--- config.mk ---
export PLATFORM = sky130hd
export DESIGN_NAME = swhc_ctrl
export DESIGN_NICKNAME = d
export VERILOG_FILES = /design/src/sv/swhc_pkg.sv /design/src/sv/swhc_ctrl.sv
export SDC_FILE = /design/constraint.sdc
export NUM_CORES = 1
export LEC_CHECK = 0
export BUFFER_PORTS_ARGS = -buffer_cell sky130_fd_sc_hd__buf_2
export CORE_AREA = 2 2 39 41
export DETAILED_ROUTE_END_ITERATION = 6
export DIE_AREA = 0 0 41 43
export GPL_ROUTABILITY_DRIVEN = 0
export PLACE_DENSITY_LB_ADDON = 0.15
export RECOVER_POWER = 100
export SYNTH_ARGS = -nofsm -noshare
export SYNTH_HDL_FRONTEND = slang
export SYNTH_SLANG_ARGS = --single-unit
--- constraint.sdc ---
create_clock -name clk -period 1.1 [get_ports clk]
set_input_delay 0.165 -clock clk [delete_from_list [all_inputs] [get_ports clk]]
set_output_delay 0.165 -clock clk [all_outputs]
set_load 0.02 [all_outputs]
--- src/sv/swhc_pkg.sv ---
// Shared types and constants for the sliding-window hit counter.
`timescale 1ns / 1ps
`default_nettype none
package swhc_pkg;

	localparam int TS_W       = 31;
	localparam int COUNT_W    = 16;
	localparam int TOTAL_W    = 25;
	localparam int WINDOW_DEF = 300;
	localparam int DIV_CNT_W  = 2;

	localparam logic [COUNT_W-1:0] COUNT_MAX = {COUNT_W{1'b1}};
	localparam logic [TOTAL_W-1:0] TOTAL_MAX = {TOTAL_W{1'b1}};
	localparam logic [DIV_CNT_W-1:0] DIV_LAST_STEP = DIV_CNT_W'(2);

	localparam logic OP_HIT   = 1'b0;
	localparam logic OP_QUERY = 1'b1;

	typedef struct packed {
		logic load;
		logic div_step;
		logic clr_wr;
		logic addr_inc;
		logic rd_slot;
		logic wr_hit;
		logic scan_rd;
		logic out_load;
	} swhc_cmd_t;

	typedef struct packed {
		logic div_last;
		logic addr_last;
		logic out_full;
	} swhc_sts_t;

endpackage
`default_nettype wire

--- src/sv/swhc_ctrl.sv ---
// Controller state machine for the sliding-window hit counter.
`timescale 1ns / 1ps
`default_nettype none
module swhc_ctrl
	import swhc_pkg::*;
(
	input  wire logic      clk,
	input  wire logic      arst_n,
	input  wire logic      s_tvalid,
	input  wire logic      s_tuser,
	output logic           s_tready,
	input  wire swhc_sts_t sts,
	output swhc_cmd_t      cmd
);

	typedef enum logic [2:0] {
		ST_CLEAR,
		ST_IDLE,
		ST_DIV,
		ST_HIT_RD,
		ST_HIT_WR,
		ST_SCAN,
		ST_SCAN_END,
		ST_DONE
	} state_t;

	state_t state_q;
	logic   accept;

	assign s_tready = (state_q == ST_IDLE);
	assign accept   = s_tvalid && s_tready;

	always_comb begin
		cmd          = '0;
		cmd.load     = accept;
		cmd.div_step = (state_q == ST_DIV);
		cmd.rd_slot  = (state_q == ST_HIT_RD);
		cmd.wr_hit   = (state_q == ST_HIT_WR);
		cmd.out_load = (state_q == ST_DONE) && !sts.out_full;
		case (state_q)
			ST_CLEAR: begin
				cmd.clr_wr   = 1'b1;
				cmd.addr_inc = 1'b1;
			end
			ST_SCAN: begin
				cmd.scan_rd  = 1'b1;
				cmd.addr_inc = 1'b1;
			end
			default: begin
			end
		endcase
	end

	always_ff @(posedge clk or negedge arst_n) begin
		if (!arst_n) begin
			state_q <= ST_CLEAR;
		end else begin
			case (state_q)
				ST_CLEAR: begin
					if (sts.addr_last) state_q <= ST_IDLE;
				end
				ST_IDLE: begin
					if (accept) state_q <= (s_tuser == OP_QUERY) ? ST_SCAN : ST_DIV;
				end
				ST_DIV: begin
					if (sts.div_last) state_q <= ST_HIT_RD;
				end
				ST_HIT_RD:   state_q <= ST_HIT_WR;
				ST_HIT_WR:   state_q <= ST_IDLE;
				ST_SCAN: begin
					if (sts.addr_last) state_q <= ST_SCAN_END;
				end
				ST_SCAN_END: state_q <= ST_DONE;
				ST_DONE: begin
					if (!sts.out_full) state_q <= ST_IDLE;
				end
				default:     state_q <= ST_IDLE;
			endcase
		end
	end

endmodule
`default_nettype wire

Word-level counts from Yosys, hierarchy flattened. Cells that the tools add are included.

Reduce and logical (&&, ||, !) cells: 6. Eq/ne operators: 12. Multiplexer cells: 10.

Operators with widths (count): 3-bit case mux with 8 select lines (1); 3-bit two-way mux (6); 3-bit equality test (second input constant) (4); 2-bit != test (second input constant) (4); 3-bit by 2-bit equality test with 1-bit output (second input constant) (2); 5-bit AND reduction (1); 3-bit by 1-bit equality test with 1-bit output (second input constant) (1); 3-bit logical NOT (1); 1-bit two-way mux (3); 1-bit logical AND (2); 2-bit by 1-bit != test with 1-bit output (second input constant) (1); 2-bit OR reduction (1); 1-bit logical NOT (1).

Register bits after elaboration: 3. Output and inout port bits: 9. Input bits: 7. Logic and storage cells: 29.

Logic depth before layout (Yosys ltp). Gate-level depths: netlist of the first run.

Word-level depth: 4. Depth in mapped cells: 5. Mapped depth without buffers: 3.

Least setup slack after synthesis of the first run. Ideal clock, no wire load.

Path kind: register -> output. From: reg state_q[1]. To: out cmd[7] in the netlist's numbering. Buffers on the path: 2. Path slack: -0.190 ns. Arrival time: 1.125 ns. Cell stages (with the launch flop): 6. Path through: dfrtp_1 -> buf_6 -> nand2b_4 -> nor2_2 -> and2_1 -> buf_4.

Cells in the longest elaborated chain, start to end: 2.

Ends and longest elaborated chain: from (decl) (line swhc_ctrl.sv:27) `state_t state_q;`; from (signal assigned) (line swhc_ctrl.sv:63) `if (accept) state_q <= (s_tuser == OP_QUERY) ? ST_SCAN : ST_DIV;`; 3-bit by 1-bit equality test with 1-bit output (line swhc_ctrl.sv:30) `assign s_tready = (state_q == ST_IDLE);`; net s_tready (line swhc_ctrl.sv:11) `output logic s_tready,`; 1-bit logical AND (line swhc_ctrl.sv:31) `assign accept = s_tvalid && s_tready;`; to (decl) (line swhc_ctrl.sv:13) `output swhc_cmd_t cmd`.

The timed path passes the listed nets, and every way through them passes these cells.

==> results of run 1 <==
Yosys cell counts:
| master | n | area [um^2] |
|---|---|---|
| o21ai_0 | 1 | 5.00 |
| nor3_2 | 2 | 20.0 |
| nor2_2 | 2 | 12.5 |
| or2_1 | 1 | 6.26 |
| o22a_1 | 1 | 8.76 |
| inv_2 | 1 | 3.75 |
| a21oi_1 | 1 | 5.00 |
| buf_6 | 2 | 22.5 |
| and2_1 | 2 | 12.5 |
| a21o_1 | 1 | 7.51 |
| buf_4 | 2 | 15.0 |
| nand2b_4 | 1 | 13.8 |
| nor2_1 | 4 | 15.0 |
| nor3_1 | 2 | 10.0 |
| o2bb2ai_1 | 1 | 8.76 |
| nand3b_1 | 1 | 7.51 |
| a22oi_2 | 1 | 12.5 |
| dfrtp_1 | 3 | 75.1 |
| nand2_1 | 3 | 11.3 |
logic make-up after synthesis:
group           count (synthesis)  synth area share
simple gates                   18             0.399
compound gates                  6             0.174
buf+inv                         5             0.151
flops                           3             0.275
path summary, 6_finish.rpt:
kind	from	end
min in group clk	s_tvalid	state_q[1]
setup / recovery	state_q[0]	cmd[4]
hold reg to reg	state_q[1]	state_q[1]
max in group asynchronous	arst_n	state_q[2]
setup reg to reg	state_q[0]	state_q[0]
hold / removal	arst_n	state_q[0]
timing repair:
item                                    CTS  global route
endpoints found under the hold margin     3             0
hold buffers                              1             0
gates resized for setup                  28             5
endpoints found under the setup margin   11            11
buffers inserted                          2             3
pin swaps                                 5             3
critical path, delay by kind of cell (launching register included):
family | cells | cell delay, ns
buffers and inverters | 1 | 0.13
flip-flops | 1 | 0.48
AND/OR/NAND/NOR | 3 | 0.40
area by class of cell:
cell class,count,area [um^2],area share
well taps,16,20.0,0.0336
multi-input cells,24,200,0.336
repair buffers,31,267,0.447
flip-flops and latches,3,78.8,0.132
clock buffers,4,26.3,0.0441
inverters,1,3.75,0.00630
metrics by stage:
stage          hold WS (ns)   util  power [uW]  setup TNS, ns  setup slack (ns)
5_1_grt               0.297  0.430        2070          -2.81            -0.328
3_3_place_gp        -0.0346  0.307        1300         -0.571            -0.138
4_1_cts               0.259  0.401        1830          -2.21            -0.291
6_report              0.277  0.430        1950          -2.33            -0.297
2_1_floorplan        -0.131      -         967         -0.272            -0.128
3_5_place_dp        -0.0378  0.307        1290         -0.548            -0.140
cells in the final DEF, fill, tap and decap left out, types with 2 or more instances in the layout:
| master | synthesis | layout |
|---|---|---|
| buf_6 | 2 | 14 |
| buf_4 | 2 | 8 |
| buf_2 | 0 | 7 |
| nor2_4 | 0 | 3 |
| clkbuf_4 | 0 | 3 |
| dfrtp_2 | 0 | 3 |
| nor2_2 | 2 | 2 |
| and2_4 | 0 | 2 |
| nor3_2 | 2 | 2 |
| nand2_1 | 3 | 2 |
| clkbuf_1 | 0 | 2 |
power by group:
part / internal [uW] / total, uW / leakage (uW) / switching [uW]
Clock: 136 / 189 / 0.0000150 / 53.0
Sequential: 173 / 297 / 0.0000327 / 124
Combinational: 837 / 1460 / 0.000232 / 625
Total: 1150 / 1950 / 0.000279 / 802
layer usage:
metal  up-vias  GRT usage  part of all wire
met5         -          0                 0
met4         0     0.0800                 0
met3         0     0.0209             0.052
met2        10      0.181              0.54
met1       154      0.137              0.40
li1        166          -                 -
==> qor.csv, run 1 <==
metric,value,unit
status,finished with violations,
violations,negative setup slack,
clock_sinks,3,
ios,16,
routedWlPerCell,10.4,um
hold_violations,0,
die_h,43,um
fp-row-count,14,
r2r_slack,-0.22,ns
cts-root-buf,clkbuf_4,
rsz0062_at_grt,true,
cap_violations,0,
yosys_warnings,0,
leakagePower,0.000279,uW
cts_buffers,3,
drive_gt1_frac,0.794,
crit_path_start_kind,flip-flop,
fillCellCount,149,
cpPeakStageDelay,0.48,ns
drc,0,
skew,0.00169,ns
core_area,1380,um^2
min_period,1.40,ns
dp_hpwl,600,um
worst_slew_pin_slew,0.219,ns
grt_max_degree,8,
synth_cells,32,
hp-class,input port to async pin,
cts_tree,done,
num_vias,330,
largest_register_ffs,3,
crit_slowest_cell,dfrtp_2,
htree_levels,1,
area_growth,118,%
setup_violations,11,
drtIter0Drc,1,
clk_pin_slew,0.04,ns
top_regs,state_q (3),
cp_cell_sequence,nand2b_4 > nor2_4 > or2_4 > buf_6,
routed_wirelength,825,um
grtUsageTotal,0.117,
clock.fmax,716,MHz
period_share,1.27,
ys_seq_area_frac,0.275,
clk_latency,0.23,ns
regMostFlops,state_q,
ys_seq_elements,3,
port_buffers,15,
syn_area_per_cell,8.52,um^2
cts_buffer_depth,2,
nets,71,
placed_cell_area,424,um^2
syn-num-nets,39,
grt-ovfl-total,0,
syn_area,273,um^2
antenna_found_initial,0,
diodes,0,
reg2reg_depth,6,
relSlewSlack,0.854,
stdcell_count,79,
grt_pass1_wl,1360,um
dieWidth,41,um
crit_path_end_kind,primary output,
cp.required,0.94,ns
worstPathMaxFanout,7,
vias_per_cell,4.18,
postLayoutCellArea,596,um^2
initial_core_util,0.197,
ant_nets,0,
grt_pass1_vias,328,
path_class,flip-flop to primary output,
die_area,1760,um^2
slew_violations,0,
ys_types,19,
dr.pass1.iters,3,
ir_worst_vdd,1.16,mV
fin_ws,-0.297,ns
power.density,3270,nW/um^2
worst-endpoint-arrival,1.23,ns
dpl.cell_count,69,
No activity file was read; power rests on OpenSTA's default activity.
==> inputs of run 2 (changes only) <==
- CORE_AREA: 2 2 39 41 -> 10 10 47 49
- DIE_AREA: 0 0 41 43 -> 0 0 57 59
- GPL_TIMING_DRIVEN: unset -> 0
==> run 2 against run 1 <==
Effect of this change:
- the run still ends with negative setup slack left
- worst setup slack better by 0.0024 ns
- clock skew down 0.0012 ns
- register-to-register slack better by 0.14 ns
- cell count down 10%
- hold slack worse by 0.026 ns
- via count down 7.9%
- clock power up 2%
- sequential power down 31%
- count of clock-buffer cells in the layout unchanged
- wire length up 3.8%
- die area up 91%
- largest power group unchanged
- highest routed layer unchanged
==> qor.csv, run 2 (synthesis gave the netlist of run 1 again) <==
metric,value,unit,change
worstPathMaxFanout,8,,+1
power.density,3310,nW/um^2,+1.2%
layout_commonest_cell,buf_6,,
slew_violations,0,,unchanged
port_buffers,15,,unchanged
core_area,1400,um^2,+1.3%
seqCellArea,76.3,um^2,-3.2%
top_regs,state_q (3),,
cap_violations,0,,unchanged
stdcell_count,71,,-10%
dp_hpwl,590,um,-1.6%
period_share,1.27,,-0.00217
clock.fmax,717,MHz,+0.17%
p_int,1010,uW,-12%
ir_worst_vdd,1.12,mV,-4.0%
rsz0062_at_grt,true,,
clock_sinks,3,,unchanged
clk_latency,0.23,ns,about the same
route.met2.wl,421,um,-6.0%
dpl.cell_count,63,,-8.7%
antenna_found_initial,0,,unchanged
seq_power_share,0.115,,-0.038
status,finished with violations,,
hp-class,input port to flip-flop,,
r2r_slack,-0.08,ns,+0.14 ns
p_comb_frac,0.777,,+0.026
setup-tns-final,-1.95,ns,+0.384 ns
routedWlPerCell,12.1,um,+15%
drc,0,,unchanged
grtUsageTotal,0.0596,,-0.0574
routed_wirelength,856,um,+3.8%
ant_nets,0,,unchanged
clk_pin_slew,0.04,ns,about the same
cts-root-buf,clkbuf_4,,
fp-row-count,14,,unchanged
grt_pass1_vias,342,,+4.3%
cp.required,0.94,ns,about the same
num_vias,304,,-7.9%
hold_violations,0,,unchanged
wl_met3,110,um,+160%
dieWidth,57,um,+39%
die_area,3360,um^2,+91%
grt-ovfl-total,0,,unchanged
initial_core_util,0.195,,-0.00246
path_class,flip-flop to primary output,,
r2r_end,state_q[0],,
vias_per_cell,4.28,,+2.5%
cts_buffers,3,,unchanged
nets,63,,-11%
drive_gt1_frac,0.709,,-0.0846
holdPathStages,3,,
cts_tree,done,,
dr.pass1.iters,2,,-1
top_layer,met3,,
grt_pass1_wl,1510,um,+11%
p_clk_frac,0.108,,+0.011
largest_register_ffs,3,,unchanged
area_growth,97.7,%,
fillCellCount,168,,+13%
multi_input_area,203,um^2,+1.2%
switching_share,0.437,,+0.0251
grt_max_degree,11,,+3
violations,negative setup slack,,
crit_path_start_kind,flip-flop,,
leakagePower,0.000244,uW,-13%
htree_levels,1,,unchanged
worst_slew_pin_slew,0.175,ns,-0.0437 ns
reg2reg_depth,4,,-2
relSlewSlack,0.883,,+0.0291
worst-endpoint-arrival,1.23,ns,about the same
die_h,59,um,+37%
regMostFlops,state_q,,
wl_met1,324,um,-2.7%
cts_buffer_depth,2,,unchanged
fin_ws,-0.295,ns,+0.00238 ns
min_to,state_q[1],,
diodes,0,,unchanged
setup_violations,10,,-1
drtIter0Drc,3,,+2
skew,0.000441,ns,-0.00125 ns
crit_path_end_kind,primary output,,
hp-start,s_tvalid,,
holdWs,0.251,ns,-0.0259 ns
min_period,1.39,ns,-0.00239 ns
p_sw,779,uW,-2.8%
layout_common_cells,"buf_6, buf_2, clkbuf_4, buf_4",,
ios,16,,unchanged
r2r-start,state_q[1],,
[run 2: cell count changes in the layout (fill, tap and decap cells not counted), moves of 2 or more]
cell and delta:
buf_4 -5, dfrtp_2 -2, buf_2 -2, dfrtp_1 +2
[run 2: final cells by class]
type / instances / share of cell area
clock buffers: 4 / 0.0487
inverters: 1 / 0.0116
repair buffers: 21 / 0.343
well taps: 16 / 0.0371
plain buffers: 2 / 0.0418
flip-flops and latches: 3 / 0.142
multi-input cells: 24 / 0.376
[run 2: repair_timing]
item | CTS | global route
pin swaps | 5 | 2
endpoints found under the hold margin | 3 | 0
setup buffers | 3 | 2
gates resized for setup | 19 | 11
hold buffers | 1 | 0
endpoints found under the setup margin | 9 | 10
[run 2: power groups by stage]
stage | combinational, uW | sequential (uW) | clock, uW
final | 1390 | 206 | 193
after global routing | 1500 | 216 | 227
after CTS | 1280 | 183 | 200
after detailed placement | 1010 | 181 | 0
after global placement | 1020 | 180 | 0
after floorplan | 787 | 180 | 0
[run 2: per-stage QoR]
| stage | utilization | cell area (um^2) | total power (uW) | setup WS, ns |
|---|---|---|---|---|
| 2_1_floorplan | - | 292 | 967 | -0.128 |
| 3_3_place_gp | 0.276 | 387 | 1200 | -0.170 |
| 3_5_place_dp | 0.276 | 387 | 1190 | -0.171 |
| 4_1_cts | 0.354 | 497 | 1660 | -0.307 |
| 5_1_grt | 0.385 | 539 | 1950 | -0.366 |
| 6_report | 0.385 | 539 | 1780 | -0.295 |
[run 2: how the worst max path moves through the flow]
stage | startpoint | to | slack, ns | cells past startpoint
after global routing | state_q[0] | cmd[4] | -0.37 | 5
after global placement | state_q[1] | cmd[7] | -0.17 | 6
after CTS | state_q[1] | cmd[7] | -0.31 | 5
after floorplan | state_q[1] | cmd[7] | -0.13 | 5
after detailed placement | state_q[1] | cmd[7] | -0.17 | 6
final | state_q[0] | cmd[4] | -0.29 | 5
[run 2: worst max-delay path, cell delays in order (launching register included)]
cell and delay (ns):
dfrtp_1 0.36, buf_6 0.14, nand2b_4 0.10, nor2_4 0.04, or2_4 0.22, buf_6 0.13
[run 2: per-layer routing]
metal  global-route usage  up-vias
li1                     -      153
met1               0.0605      136
met2               0.0791       15
met3               0.0451        0
met4               0.0503        0
met5                    0        -
